<file path="src/sv/tgarle_pkg.sv">
package tgarle_pkg;

    localparam int REG_ADDR_W = 4;

    localparam logic [1:0] REG_RLE_MODE = 2'd0;
    localparam logic [1:0] REG_BPP      = 2'd1;
    localparam logic [1:0] REG_WIDTH    = 2'd2;
    localparam logic [1:0] REG_HEIGHT   = 2'd3;

    localparam logic [2:0] BPP_RESET    = 3'd4;

    typedef struct packed {
        logic        rle_mode;
        logic [2:0]  pixel_size;
        logic [31:0] total;
        logic        restart;
        logic        restart_rle;
    } t_cfg;

    typedef struct packed {
        logic [7:0]  red;
        logic [7:0]  green;
        logic [7:0]  blue;
        logic [7:0]  alpha;
        logic [31:0] first_position;
        logic [7:0]  repeat_count;
        logic        image_done;
    } t_result;

endpackage

</file>
<file path="src/sv/tgarle_cfg.sv">
module tgarle_cfg (
    input  logic                             i_clk,
    input  logic                             i_rst_n,
    input  logic                             psel,
    input  logic                             penable,
    input  logic                             pwrite,
    input  logic [tgarle_pkg::REG_ADDR_W-1:0] paddr,
    input  logic [31:0]                      pwdata,
    output logic [31:0]                      prdata,
    output logic                             pready,
    output tgarle_pkg::t_cfg                 o_cfg
);

    logic        r_rle;
    logic [2:0]  r_bpp;
    logic [15:0] r_width;
    logic [15:0] r_height;
    logic [31:0] r_total;
    logic [31:0] n_total;
    logic [15:0] w_mul_a;
    logic [15:0] w_mul_b;
    logic        w_wr;
    logic [1:0]  w_idx;

    assign pready = 1'b1;
    assign w_wr   = psel && penable && pwrite;
    assign w_idx  = paddr[3:2];

    always_comb begin
        w_mul_a = r_width;
        w_mul_b = r_height;
        if (w_wr && w_idx == tgarle_pkg::REG_WIDTH) begin
            w_mul_a = pwdata[15:0];
        end
        if (w_wr && w_idx == tgarle_pkg::REG_HEIGHT) begin
            w_mul_b = pwdata[15:0];
        end
        n_total = w_mul_a * w_mul_b;
    end

    always_ff @(posedge i_clk) begin
        if (!i_rst_n) begin
            r_rle    <= 1'b0;
            r_bpp    <= tgarle_pkg::BPP_RESET;
            r_width  <= '0;
            r_height <= '0;
            r_total  <= '0;
        end else if (w_wr) begin
            r_total <= n_total;
            case (w_idx)
                tgarle_pkg::REG_RLE_MODE: r_rle    <= pwdata[0];
                tgarle_pkg::REG_BPP:      r_bpp    <= pwdata[2:0];
                tgarle_pkg::REG_WIDTH:    r_width  <= pwdata[15:0];
                tgarle_pkg::REG_HEIGHT:   r_height <= pwdata[15:0];
                default: ;
            endcase
        end
    end

    always_comb begin
        case (w_idx)
            tgarle_pkg::REG_RLE_MODE: prdata = {31'd0, r_rle};
            tgarle_pkg::REG_BPP:      prdata = {29'd0, r_bpp};
            tgarle_pkg::REG_WIDTH:    prdata = {16'd0, r_width};
            tgarle_pkg::REG_HEIGHT:   prdata = {16'd0, r_height};
            default:                  prdata = '0;
        endcase
    end

    always_comb begin
        o_cfg.rle_mode    = r_rle;
        o_cfg.pixel_size  = (r_bpp == 3'd2 || r_bpp == 3'd3) ? r_bpp : 3'd4;
        o_cfg.total       = r_total;
        o_cfg.restart     = w_wr;
        o_cfg.restart_rle = (w_idx == tgarle_pkg::REG_RLE_MODE) ? pwdata[0] : r_rle;
    end

endmodule

</file>
<file path="src/sv/tgarle_core.sv">
module tgarle_core (
    input  logic                i_clk,
    input  logic                i_rst_n,
    input  tgarle_pkg::t_cfg    i_cfg,
    input  logic                i_accept,
    input  logic [7:0]          i_data_byte,
    output logic                o_push,
    output tgarle_pkg::t_result o_result
);

    logic [7:0]  r_pb [4];
    logic [7:0]  n_pb [4];
    logic [7:0]  w_cur [4];
    logic [2:0]  r_idx;
    logic [2:0]  n_idx;
    logic [2:0]  w_idx_inc;
    logic        r_exp;
    logic        n_exp;
    logic        r_run;
    logic        n_run;
    logic [7:0]  r_cnt;
    logic [7:0]  n_cnt;
    logic [7:0]  w_cnt_dec;
    logic [31:0] r_pos;
    logic [31:0] n_pos;
    logic [31:0] w_left;
    logic [7:0]  w_rep;
    logic        w_full;

    always_comb begin
        for (int k = 0; k < 4; k++) begin
            w_cur[k] = (r_idx[1:0] == 2'(k)) ? i_data_byte : r_pb[k];
        end
    end

    assign w_full    = r_pos >= i_cfg.total;
    assign w_idx_inc = r_idx + 3'd1;
    assign w_left    = i_cfg.total - r_pos;
    assign w_cnt_dec = (r_cnt != 8'd0) ? r_cnt - 8'd1 : 8'd0;

    always_comb begin
        n_pb   = r_pb;
        n_idx  = r_idx;
        n_exp  = r_exp;
        n_run  = r_run;
        n_cnt  = r_cnt;
        n_pos  = r_pos;
        o_push = 1'b0;
        w_rep  = 8'd1;

        if (i_cfg.pixel_size == 3'd2) begin
            o_result.red   = {w_cur[1][6:2], 3'b000};
            o_result.green = {w_cur[1][1:0], w_cur[0][7:5], 3'b000};
            o_result.blue  = {w_cur[0][4:0], 3'b000};
            o_result.alpha = {w_cur[1][7], 7'd0};
        end else begin
            o_result.red   = w_cur[2];
            o_result.green = w_cur[1];
            o_result.blue  = w_cur[0];
            o_result.alpha = (i_cfg.pixel_size == 3'd4) ? w_cur[3] : 8'hFF;
        end

        if (i_cfg.rle_mode) begin
            if (r_run) begin
                w_rep = (w_left < {24'd0, r_cnt}) ? w_left[7:0] : r_cnt;
            end
            if (w_rep == 8'd0) begin
                w_rep = 8'd1;
            end
        end

        if (i_cfg.restart) begin
            n_idx = '0;
            n_exp = i_cfg.restart_rle;
            n_run = 1'b0;
            n_cnt = '0;
            n_pos = '0;
        end else if (i_accept && !w_full) begin
            if (r_exp) begin
                n_run = i_data_byte[7];
                n_cnt = {1'b0, i_data_byte[6:0]} + 8'd1;
                n_exp = 1'b0;
                n_idx = '0;
            end else begin
                n_pb[r_idx[1:0]] = i_data_byte;
                if (w_idx_inc < i_cfg.pixel_size) begin
                    n_idx = w_idx_inc;
                end else begin
                    n_idx  = '0;
                    o_push = 1'b1;
                    n_pos  = r_pos + {24'd0, w_rep};
                    if (i_cfg.rle_mode) begin
                        if (r_run) begin
                            n_cnt = '0;
                            n_exp = 1'b1;
                        end else begin
                            n_cnt = w_cnt_dec;
                            if (w_cnt_dec == 8'd0) begin
                                n_exp = 1'b1;
                            end
                        end
                    end
                end
            end
        end

        o_result.first_position = r_pos;
        o_result.repeat_count   = w_rep;
        o_result.image_done     = n_pos == i_cfg.total;
    end

    always_ff @(posedge i_clk) begin
        r_pb <= n_pb;
        if (!i_rst_n) begin
            r_idx <= '0;
            r_exp <= 1'b0;
            r_run <= 1'b0;
            r_cnt <= '0;
            r_pos <= '0;
        end else begin
            r_idx <= n_idx;
            r_exp <= n_exp;
            r_run <= n_run;
            r_cnt <= n_cnt;
            r_pos <= n_pos;
        end
    end

endmodule

</file>
<file path="src/sv/tgarle_obuf.sv">
module tgarle_obuf (
    input  logic                i_clk,
    input  logic                i_rst_n,
    input  logic                i_push,
    input  tgarle_pkg::t_result i_result,
    input  logic                i_stall,
    output logic                o_valid,
    output logic                o_full,
    output tgarle_pkg::t_result o_result
);

    tgarle_pkg::t_result r_slot0;
    tgarle_pkg::t_result r_slot1;
    logic [1:0]          r_count;
    logic [1:0]          n_count;
    logic                w_pop;

    assign o_valid  = r_count != 2'd0;
    assign o_full   = r_count == 2'd2;
    assign o_result = r_slot0;
    assign w_pop    = o_valid && !i_stall;

    always_comb begin
        n_count = r_count;
        if (i_push && !w_pop) begin
            n_count = r_count + 2'd1;
        end else if (!i_push && w_pop) begin
            n_count = r_count - 2'd1;
        end
    end

    always_ff @(posedge i_clk) begin
        if (w_pop) begin
            if (r_count == 2'd2) begin
                r_slot0 <= r_slot1;
            end else if (i_push) begin
                r_slot0 <= i_result;
            end
            if (i_push && r_count == 2'd2) begin
                r_slot1 <= i_result;
            end
        end else if (i_push) begin
            if (r_count == 2'd0) begin
                r_slot0 <= i_result;
            end else begin
                r_slot1 <= i_result;
            end
        end
        if (!i_rst_n) begin
            r_count <= '0;
        end else begin
            r_count <= n_count;
        end
    end

endmodule

</file>
<file path="src/sv/targa_rle_pixel_decoder.sv">
// A result is registered into the output buffer when the byte that completes its pixel is accepted.
// Throughput: one byte per cycle while o_stall is low; results leave through a two-entry output buffer.
// o_stall rises only when that buffer is full, so a stall downstream backs up after two results.
// Reset: i_rst_n is synchronous, active low; registers return to their defaults
// (raw mode, 4 bytes per pixel, zero size) and decoding state clears at once.
module targa_rle_pixel_decoder (
    input  logic                              i_clk,
    input  logic                              i_rst_n,
    input  logic                              psel,
    input  logic                              penable,
    input  logic                              pwrite,
    input  logic [tgarle_pkg::REG_ADDR_W-1:0] paddr,
    input  logic [31:0]                       pwdata,
    output logic [31:0]                       prdata,
    output logic                              pready,
    input  logic                              i_valid,
    input  logic [7:0]                        i_data_byte,
    output logic                              o_stall,
    output logic                              o_valid,
    input  logic                              i_stall,
    output logic [7:0]                        o_red,
    output logic [7:0]                        o_green,
    output logic [7:0]                        o_blue,
    output logic [7:0]                        o_alpha,
    output logic [31:0]                       o_first_position,
    output logic [7:0]                        o_repeat_count,
    output logic                              o_image_done
);

    tgarle_pkg::t_cfg    w_cfg;
    tgarle_pkg::t_result w_core_res;
    tgarle_pkg::t_result w_out_res;
    logic                w_push;
    logic                w_full;

    tgarle_cfg u_cfg (
        .i_clk   (i_clk),
        .i_rst_n (i_rst_n),
        .psel    (psel),
        .penable (penable),
        .pwrite  (pwrite),
        .paddr   (paddr),
        .pwdata  (pwdata),
        .prdata  (prdata),
        .pready  (pready),
        .o_cfg   (w_cfg)
    );

    tgarle_core u_core (
        .i_clk       (i_clk),
        .i_rst_n     (i_rst_n),
        .i_cfg       (w_cfg),
        .i_accept    (i_valid && !w_full),
        .i_data_byte (i_data_byte),
        .o_push      (w_push),
        .o_result    (w_core_res)
    );

    tgarle_obuf u_obuf (
        .i_clk    (i_clk),
        .i_rst_n  (i_rst_n),
        .i_push   (w_push),
        .i_result (w_core_res),
        .i_stall  (i_stall),
        .o_valid  (o_valid),
        .o_full   (w_full),
        .o_result (w_out_res)
    );

    assign o_stall          = w_full;
    assign o_red            = w_out_res.red;
    assign o_green          = w_out_res.green;
    assign o_blue           = w_out_res.blue;
    assign o_alpha          = w_out_res.alpha;
    assign o_first_position = w_out_res.first_position;
    assign o_repeat_count   = w_out_res.repeat_count;
    assign o_image_done     = w_out_res.image_done;

endmodule

</file>
<file path="config.mk">
export PLATFORM = sky130hd
export DESIGN_NAME = targa_rle_pixel_decoder
export DESIGN_NICKNAME = d
export VERILOG_FILES = /design/src/sv/tgarle_pkg.sv /design/src/sv/tgarle_cfg.sv /design/src/sv/tgarle_core.sv /design/src/sv/tgarle_obuf.sv /design/src/sv/targa_rle_pixel_decoder.sv
export SDC_FILE = /design/constraint.sdc
export NUM_CORES = 1
export LEC_CHECK = 0
export BUFFER_PORTS_ARGS = -buffer_cell sky130_fd_sc_hd__buf_2
export CAP_MARGIN = 30
export CORE_ASPECT_RATIO = 1.2
export CORE_UTILIZATION = 50
export DETAILED_ROUTE_END_ITERATION = 12
export GPL_TIMING_DRIVEN = 0
export MAX_ROUTING_LAYER = met4
export PLACE_DENSITY = 0.68
export SLEW_MARGIN = 20
export SYNTH_ARGS = -nofsm -noshare
export SYNTH_HDL_FRONTEND = slang
export SYNTH_SLANG_ARGS = --single-unit
</file>
<file path="constraint.sdc">
create_clock -name i_clk -period 9.8 [get_ports i_clk]
set_input_delay 0.49 -clock i_clk [delete_from_list [all_inputs] [get_ports i_clk]]
set_output_delay 0.49 -clock i_clk [all_outputs]
set_load 0.01 [all_outputs]
</file>
==> flow_summary.yaml, run 1 <==
synth:
  synth_cell_types: 106
  ys_seq_area_share_pct: 30.66
  synth_cells: 2639
  synthArstFlopShare_pct: 0
  synth-edff-count: 178
  synth_area_leaders: "edfxtp_1 (21%), fa_1 (16%), dfxtp_1 (9.2%)"
  synthFlopType: "edfxtp_1"
  yosys.area.top_type: "edfxtp_1"
  yosys_register_bits: 293
  syn_area_per_cell_um2: 9.450
  yosysTopAreaCellShare_pct: 21.43
  synth_area_um2: 24940
  ys_warn_count: 0
timing:
  slew_headroom_pct: 39.01
  hold_viol_final: 0
  finalSetupViolations: 0
  skew_ps: 17.92
  drv_slew: 0
  max_freq_mhz: 104.8
  rsz0062_at_grt: "no"
  whs_ps: 196.8
  fin_crit_sh_pct: 97.37
  tightest_slew_ps: 889.4
  min_period_ps: 9542
final_layout:
  finalNonFillerCells: 3493
  layout-drive-gt1-share_pct: 12.86
  fin_area_um2: 27940
  utilization_pct: 56.77
  syn_to_final_growth_pct: 12.05
  nets: 3237
clocking:
  tritoncts: "done"
  cts_sinks: 293
  cts.htree.levels: 2
  clkTransAtPathRegs_ps: 60
  cts_buffer_depth: 3
  cts_hold_buf: 0
  cts_buffers: 34
  clock-root-buffer: "clkbuf_16"
  clock_latency_ps: 560
drt:
  vias: 20290
  wl_um: 77030
  route.detailed.drc: 0
  vias_per_cell: 5.808
  antenna_left: 0
  first_pass_iters: 6
  drt_iter0_markers: 1195
  wl_per_cell_um: 22.05
global_routing:
  overflow: 0
  grt_pass1_wl_um: 116600
  grt_start_max_net_pins: 30
  antenna_found_initial: 1
  grt_pass1_vias: 20160
  grt_use_total_pct: 31.44
floorplan:
  ios: 159
  die_y_um: 246.7
  dieArea_um2: 50780
  start_util_pct: 50.67
  core-area_um2: 49220
  num_rows: 89
  fp.dieW_um: 205.9
critical_path:
  worst-setup-path-type: "in2reg"
  cp_max_fo: 10
  cp_slowest_stage_delay_ps: 690
  required_ps: 10240
  startpoint_type: "input port"
  crit_top_cell: "fa_1"
  setup.worst_path.end_class: "flop"
  crit_slowest_cell: "mux2i_1"
  crit_arrival_ps: 9980
placement:
  place_inst: 3424
  place.gp.congestion: 0.9771
  io_buffers: 122
  hpwl_um: 62200
  postPlaceCellArea_um2: 26640
power:
  ir_worst_vdd_mv: 0.1245
  power_density_nw_per_um2: 102.6
  power.leakage_nw: 11.35
  power.total_w: 0.002867
status:
  status: "finished, final reports clean"
job:
  maxCapViolCount: 0
hold_path:
  min_path_type: "in2reg"
==> where the power goes <==
group          leakage (nW)  internal (W)  switching [W]  total (W)
clock                 0.567      0.000802       0.000553    0.00135
combinational          8.17     0.0000699       0.000136   0.000206
sequential             2.61       0.00130     0.00000441    0.00131
==> per-layer routing <==
metal,GRT usage (%),vias to the layer above,part of all wire (%)
li1,-,9373,-
met1,37.58,9829,40
met2,52.07,840,48
met3,3.202,244,5.4
met4,17.24,0,6.4
met5,-,-,0
==> path summary, 6_finish.rpt <==
| check | cells after the start | start | to | slack [ps] |
|---|---|---|---|---|
| setup / recovery | 28 | pwrite | u_cfg.r_total[31]$_SDFFE_PN0P_ | 260 |
| hold / removal | 1 | i_data_byte[4] | u_core.r_pb[12]$_DFFE_PP_ | 200 |
| setup reg to reg | 36 | u_cfg.r_total[0]$_SDFFE_PN0P_ | u_obuf.o_result[0]$_DFFE_PP_ | 550 |
| hold reg to reg | 0 | u_core.r_pos[31]$_SDFF_PN0_ | u_obuf.r_slot1[40]$_DFFE_PP_ | 430 |
==> metrics by stage <==
| step | setup slack [ps] | TNS [ps] |
|---|---|---|
| global route | 109.1 | 0 |
| finish | 258.1 | 0 |
| floorplan | 1377 | 0 |
| CTS | 2.108 | 0 |
| detailed placement | -1607 | -10220 |
| global placement | -1834 | -13850 |
==> repair_timing <==
item                                    4_1_cts  5_1_grt
cloned                                        0        0
pin swaps                                     0        1
endpoints found under the setup margin        7        3
setup buffers                                 0        6
gates resized for setup                      11        4
hold endpoints to repair                      0        0
==> synthesized netlist by cell type (9+ instances only) <==
master / n
nor3_1: 37
or3_1: 15
xnor2_1: 53
a211oi_1: 18
or4_1: 10
nand3_1: 54
ha_1: 162
o21ai_0: 122
nor2b_1: 35
mux2_2: 70
a21oi_1: 109
mux2i_1: 90
and2_1: 68
buf_2: 15
nor4_1: 17
o31ai_1: 13
xor2_1: 23
inv_1: 291
o2111ai_1: 13
buf_1: 10
o21a_1: 17
edfxtp_1: 178
nand2b_1: 27
nand2_1: 298
nor2_1: 239
clkbuf_1: 84
buf_4: 18
and3_1: 13
dfxtp_1: 115
fa_1: 196
a21boi_0: 10
nand4_1: 20
a21o_1: 20
a31oi_1: 9
buf_6: 9
o211ai_1: 9
==> kinds of logic after synthesis <==
| logic type | after synthesis | share of synthesized area (%) |
|---|---|---|
| AND/OR/NAND/NOR | 883 | 16.93 |
| flip-flops | 293 | 30.66 |
| buffers and inverters | 428 | 7.059 |
| multiplexers | 166 | 7.315 |
| adder cells (fa/ha/maj) | 358 | 23.86 |
| AO/OA/AOI/OAI | 429 | 11.12 |
| XOR/XNOR | 80 | 3.025 |
| other | 2 | 0.03011 |
==> final cells by class <==
cell class	count	area, µm²
Inverter	292	1096
Multi-Input combinational cell	1933	15680
Fill cell	4409	21280
Clock buffer	46	957.2
Clock inverter	16	221.5
Buffer	135	671.9
Timing Repair Buffer	139	864.6
Antenna cell	2	5.005
Tap cell	637	797.0
Sequential cell	293	7647
==> placed cells by master (no fill, tap or decap), types with 35 or more instances in the layout <==
| cell | count |
|---|---|
| nor3_1 | 37 |
| nor2_1 | 239 |
| inv_1 | 291 |
| o21ai_0 | 121 |
| ha_1 | 162 |
| nand2_1 | 298 |
| dfxtp_1 | 115 |
| fa_1 | 196 |
| xnor2_1 | 53 |
| buf_2 | 138 |
| nand3_1 | 54 |
| clkbuf_1 | 87 |
| mux2i_1 | 78 |
| and2_1 | 68 |
| a21oi_1 | 108 |
| mux2_2 | 70 |
| clkbuf_16 | 35 |
| edfxtp_1 | 178 |
==> worst max-delay path, delay by kind of cell <==
kind	cells	cell delay [ps]
compound gates	8	2420
buf+inv	8	1710
mux	1	690
simple gates	4	1130
fa+ha+maj	7	3500
==> sequential cells by signal, summed over array words and instances, names as in the netlist <==
signal and cells:
u_obuf.r_count 2, u_core.r_cnt 8, u_core.r_idx 3, u_cfg.r_height 16, u_core.r_pb 32, u_cfg.r_bpp 3, u_cfg.r_rle 1, u_core.r_run 1
u_cfg.r_total 32, u_cfg.r_width 16, u_core.r_pos 32, u_core.r_exp 1, u_obuf.r_slot1 73, u_obuf.o_result 73
No activity file was read; power rests on OpenSTA's default activity.
==> inputs of run 2 (changes only) <==
- MAX_ROUTING_LAYER: met4 -> not set
- RECOVER_POWER: not set -> 50
==> flow_summary.yaml, run 2 (synthesis results as in run 1) <==
timing:
  min_period_ps: 9546
  fin_crit_sh_pct: 97.41
  finalSetupViolations: 0
  rsz0062_at_grt: "no"
  skew_ps: 27.75
  fin_setup_tns_ps: 0
  drv_slew: 0
  hold_viol_final: 0
  slew_headroom_pct: 32.78
  whs_ps: 259.7
  max_freq_mhz: 104.8
  tightest_slew_ps: 988.7
placement:
  io_buffers: 122
  place_inst: 3422
  place.gp.congestion: 0.9701
  hpwl_um: 61420
  postPlaceCellArea_um2: 26590
critical_path:
  worstReg2RegEnd: "u_obuf.o_result[0]$_DFFE_PP_"
  cp_max_fo: 10
  worst-setup-path-type: "in2reg"
  r2r_start: "u_cfg.r_total[0]$_SDFFE_PN0P_"
  setup.worst_path.end_class: "flop"
  crit_top_cell: "fa_1"
  crit_slowest_cell: "mux2i_2"
  startpoint_type: "input port"
  required_ps: 10240
  reg2reg_setup_slack_ps: 320
  cp_slowest_stage_delay_ps: 810
  crit_arrival_ps: 9980
  rr_worst_depth: 32
drt:
  vias: 20340
  wl_um: 76220
  vias_per_cell: 5.834
  drt_iter0_markers: 1389
  route.detailed.drc: 0
  wl_per_cell_um: 21.86
  first_pass_iters: 6
  antenna_left: 0
hold_path:
  worstHoldStart: "pwdata[1]"
  hold_end: "u_cfg.r_bpp[1]$_SDFFE_PN0P_"
  min_path_cells: 3
  min_path_type: "in2reg"
final_layout:
  seq_area_um2: 7647
  fin_area_um2: 27640
  nets: 3233
  antenna_cells: 0
  syn_to_final_growth_pct: 10.85
  final_cell_mix: "nand2_1 (298), inv_1 (291), nor2_1 (239)"
  layout-drive-gt1-share_pct: 8.140
  final_common_cell: "nand2_1"
  utilization_pct: 56.16
  multi_input_area_um2: 15660
  finalNonFillerCells: 3487
  fillers: 4470
power:
  power_density_nw_per_um2: 100.6
  power.leakage_nw: 11.00
  ir_worst_vdd_mv: 0.1506
floorplan:
  dieArea_um2: 50780
  fp.dieW_um: 205.9
  core-area_um2: 49220
  ios: 159
  num_rows: 89
  die_y_um: 246.7
  start_util_pct: 50.67
job:
  maxCapViolCount: 0
clocking:
  cts.htree.levels: 2
  clock_latency_ps: 570
  cts_sinks: 293
  cts_hold_buf: 0
  clkTransAtPathRegs_ps: 60
  clock-root-buffer: "clkbuf_16"
  cts_buffer_depth: 3
  cts_buffers: 34
  tritoncts: "done"
global_routing:
  overflow: 0
  antenna_found_initial: 0
  grt_use_total_pct: 30.59
  grt_start_max_net_pins: 31
  grt_pass1_wl_um: 117300
  grt_pass1_vias: 20390
status:
  status: "finished, final reports clean"
run 2: cell count changes in the layout (fill, tap and decap cells not counted), sizes merged, moves of 2 or more:
| cell | before | now |
|---|---|---|
| diode | 2 | 0 |
| clkinvlp | 3 | 0 |
| buf | 190 | 84 |
| clkinv | 6 | 9 |
| bufinv | 4 | 1 |
| clkbuf | 129 | 235 |
run 2: stage by stage:
step	power (W)	worst slack [ps]
floorplan	0.001451	1377
global placement	0.001525	-1686
CTS	0.002793	78.55
detailed placement	0.001529	-1343
finish	0.002780	254.3
global route	0.002849	7.429
run 2: layer usage:
metal / GRT usage [%] / vias up / share of wire (%)
met3: 3.150 / 222 / 5.6
li1: - / 9378 / -
met2: 52.27 / 808 / 48
met1: 37.66 / 9934 / 40
met5: 0 / - / 0
met4: 17.08 / 0 / 6.2
run 2: how the worst max path moves through the flow:
stage                                  start                        endpoint  slack [ps]  cells after the start
2_1_floorplan                         pwrite  u_cfg.r_total[31]$_SDFFE_PN0P_        1380                     28
4_1_cts                               pwrite  u_cfg.r_total[31]$_SDFFE_PN0P_          80                     30
5_1_grt        u_cfg.r_total[0]$_SDFFE_PN0P_    u_obuf.o_result[0]$_DFFE_PP_           7                     32
3_3_place_gp                          pwrite  u_cfg.r_total[31]$_SDFFE_PN0P_       -1690                     29
3_5_place_dp                          pwrite  u_cfg.r_total[31]$_SDFFE_PN0P_       -1340                     29
6_report                              pwrite  u_cfg.r_total[31]$_SDFFE_PN0P_         250                     29
run 2: timing repair:
item / 4_1_cts / 5_1_grt
pin swaps: 0 / 1
resized for setup: 6 / 8
buffers inserted: 0 / 2
setup endpoints to repair: 6 / 3
run 2: layout make-up:
type / instances / area share, %
plain buffers: 136 / 2.421
clock buffers: 49 / 3.499
clock inverters: 13 / 0.5024
inverters: 292 / 3.965
multi-input cells: 1933 / 56.65
flip-flops and latches: 293 / 27.66
well taps: 637 / 2.883
repair buffers: 134 / 2.412
run 2: power breakdown:
part | total (W) | internal (W) | switching, W
registers | 0.00131 | 0.00130 | 0.00000441
logic | 0.000202 | 0.0000667 | 0.000135
clock network | 0.00127 | 0.000725 | 0.000547
total | 0.00278 | 0.00209 | 0.000687
run 2: critical path, delay by kind of cell:
family | cells | cell delay [ps]
fa+ha+maj | 7 | 3410
compound gates | 8 | 2300
buf+inv | 9 | 2240
mux | 1 | 810
simple gates | 4 | 710
==> inputs of run 3 (changes only) <==
- PLACE_DENSITY: 0.68 -> not set
- PLACE_DENSITY_LB_ADDON: not set -> 0.1
==> flow_summary.yaml, run 3 (synthesis results as in run 1) <==
critical_path:
  setup.worst_path.end_class: "flop"
  startpoint_type: "input port"
  crit_slowest_cell: "mux2i_1"
  cp_slowest_stage_delay_ps: 630
  reg2reg_setup_slack_ps: 650
  cp_max_fo: 10
  required_ps: 10240
  startpoint: "pwrite"
  worstReg2RegEnd: "u_obuf.o_result[0]$_DFFE_PP_"
  r2r_start: "u_cfg.r_total[0]$_SDFFE_PN0P_"
  rr_worst_depth: 36
  crit_end: "u_cfg.r_total[31]$_SDFFE_PN0P_"
  worst-setup-path-type: "in2reg"
  crit_top_cell: "fa_1"
  crit_arrival_ps: 9740
final_layout:
  nets: 3233
  antenna_cells: 0
  utilization_pct: 56.24
  seq_area_um2: 7647
  multi_input_area_um2: 15660
  final_cell_mix: "nand2_1 (298), inv_1 (291), nor2_1 (239)"
  fin_area_um2: 27680
  layout-drive-gt1-share_pct: 8.140
  fillers: 4596
  syn_to_final_growth_pct: 10.99
  final_common_cell: "nand2_1"
placement:
  hpwl_um: 62600
  place.gp.congestion: 0.9607
  postPlaceCellArea_um2: 26650
  dpl_worst_slack_ps: -1753
  io_buffers: 122
power:
  power_density_nw_per_um2: 99.89
  power.total_w: 0.002765
  ir_worst_vdd_mv: 0.1003
  power.leakage_nw: 11.00
timing:
  finalSetupViolations: 0
  skew_ps: 24.94
  min_period_ps: 9306
  tightest_slew_ps: 928.7
  drv_slew: 0
  fin_crit_sh_pct: 94.96
  max_freq_mhz: 107.5
  hold_viol_final: 0
  rsz0062_at_grt: "no"
  slew_headroom_pct: 36.32
  worst_slack_ps: 494.3
drt:
  wl_per_cell_um: 22.07
  wl_um: 76970
  antenna_left: 0
  vias_per_cell: 5.760
  route.detailed.drc: 0
  first_pass_iters: 5
  drt_iter0_markers: 1343
  vias: 20080
status:
  status: "finished, final reports clean"
clocking:
  cts_buffer_depth: 3
  clock_latency_ps: 570
  cts_buffers: 34
  cts_hold_buf: 0
  clock-root-buffer: "clkbuf_16"
  clkTransAtPathRegs_ps: 60
  tritoncts: "done"
  cts.htree.levels: 2
  cts_sinks: 293
hold_path:
  min_path_type: "in2reg"
job:
  maxCapViolCount: 0
global_routing:
  grt_pass1_wl_um: 117100
  grt_use_total_pct: 30.79
  grt_pass1_vias: 19970
  overflow: 0
  antenna_found_initial: 0
  grt_start_max_net_pins: 30
floorplan:
  fp.dieW_um: 205.9
  core-area_um2: 49220
  ios: 159
  die_y_um: 246.7
  dieArea_um2: 50780
  start_util_pct: 50.67
  num_rows: 89
run 3: changes by cell type in the layout (fill, tap and decap cells not counted), moves of 3 or more:
cell        delta
clkbuf_8       -5
buf_2          -4
clkinvlp_4     +3
mux2i_1        +3
mux2i_2        -3
run 3: metal layers:
metal	wire, µm	part of all wire (%)	vias up	track usage (%)
li1	-	-	9366	-
met1	31120	40	9803	37.55
met2	37220	48	712	52.97
met3	4081	5.3	203	4.033
met4	4553	5.9	0	15.94
met5	0	0	-	0
run 3: worst min path at each step:
stage | startpoint | to | slack (ps) | depth (start not counted)
final | i_data_byte[3] | u_core.r_pb[3]$_DFFE_PP_ | 280 | 1
after detailed placement | u_core.r_pos[31]$_SDFF_PN0_ | u_obuf.r_slot1[40]$_DFFE_PP_ | 410 | 0
after global routing | i_data_byte[3] | u_core.r_pb[3]$_DFFE_PP_ | 270 | 1
after global placement | u_core.r_pos[31]$_SDFF_PN0_ | u_obuf.r_slot1[40]$_DFFE_PP_ | 410 | 0
after floorplan | u_core.r_pos[24]$_SDFF_PN0_ | u_obuf.r_slot1[33]$_DFFE_PP_ | 410 | 0
after CTS | i_data_byte[3] | u_core.r_pb[3]$_DFFE_PP_ | 170 | 1
run 3: timing repair:
item                                    in CTS  in global routing
endpoints found under the setup margin       8                  3
setup buffers                                0                  2
pin swaps                                    0                  1
resized for setup                            8                  2
hold endpoints to repair                     0                  0
run 3: cell type report:
type	count	area share, %
buffer	135	2.427
clock buffer	43	3.232
clock inverter	19	0.7503
inverter	292	3.960
multi-input combinational	1933	56.56
sequential	293	27.63
tap	637	2.879
timing repair buffer	135	2.563
run 3: report_power, final:
group / total (W) / internal, W / switching (W)
combinational: 0.000200 / 0.0000664 / 0.000134
clock: 0.00126 / 0.000714 / 0.000544
sequential: 0.00131 / 0.00130 / 0.00000453
run 3: critical path, delay by kind of cell:
kind | cells | cell delay (ps)
compound gates | 8 | 2360
fa+ha+maj | 7 | 3470
buf+inv | 9 | 1850
mux | 1 | 630
simple gates | 4 | 900
run 3: stage by stage:
step / hold WS [ps] / setup TNS, ps / cells
2_1_floorplan: 406.4 / 0 / 2654
3_3_place_gp: 413.8 / -16220 / 3413
3_5_place_dp: 413.6 / -11590 / 3424
4_1_cts: 168.4 / 0 / 3486
5_1_grt: 274.3 / 0 / 3487
6_report: 281.8 / 0 / 3487
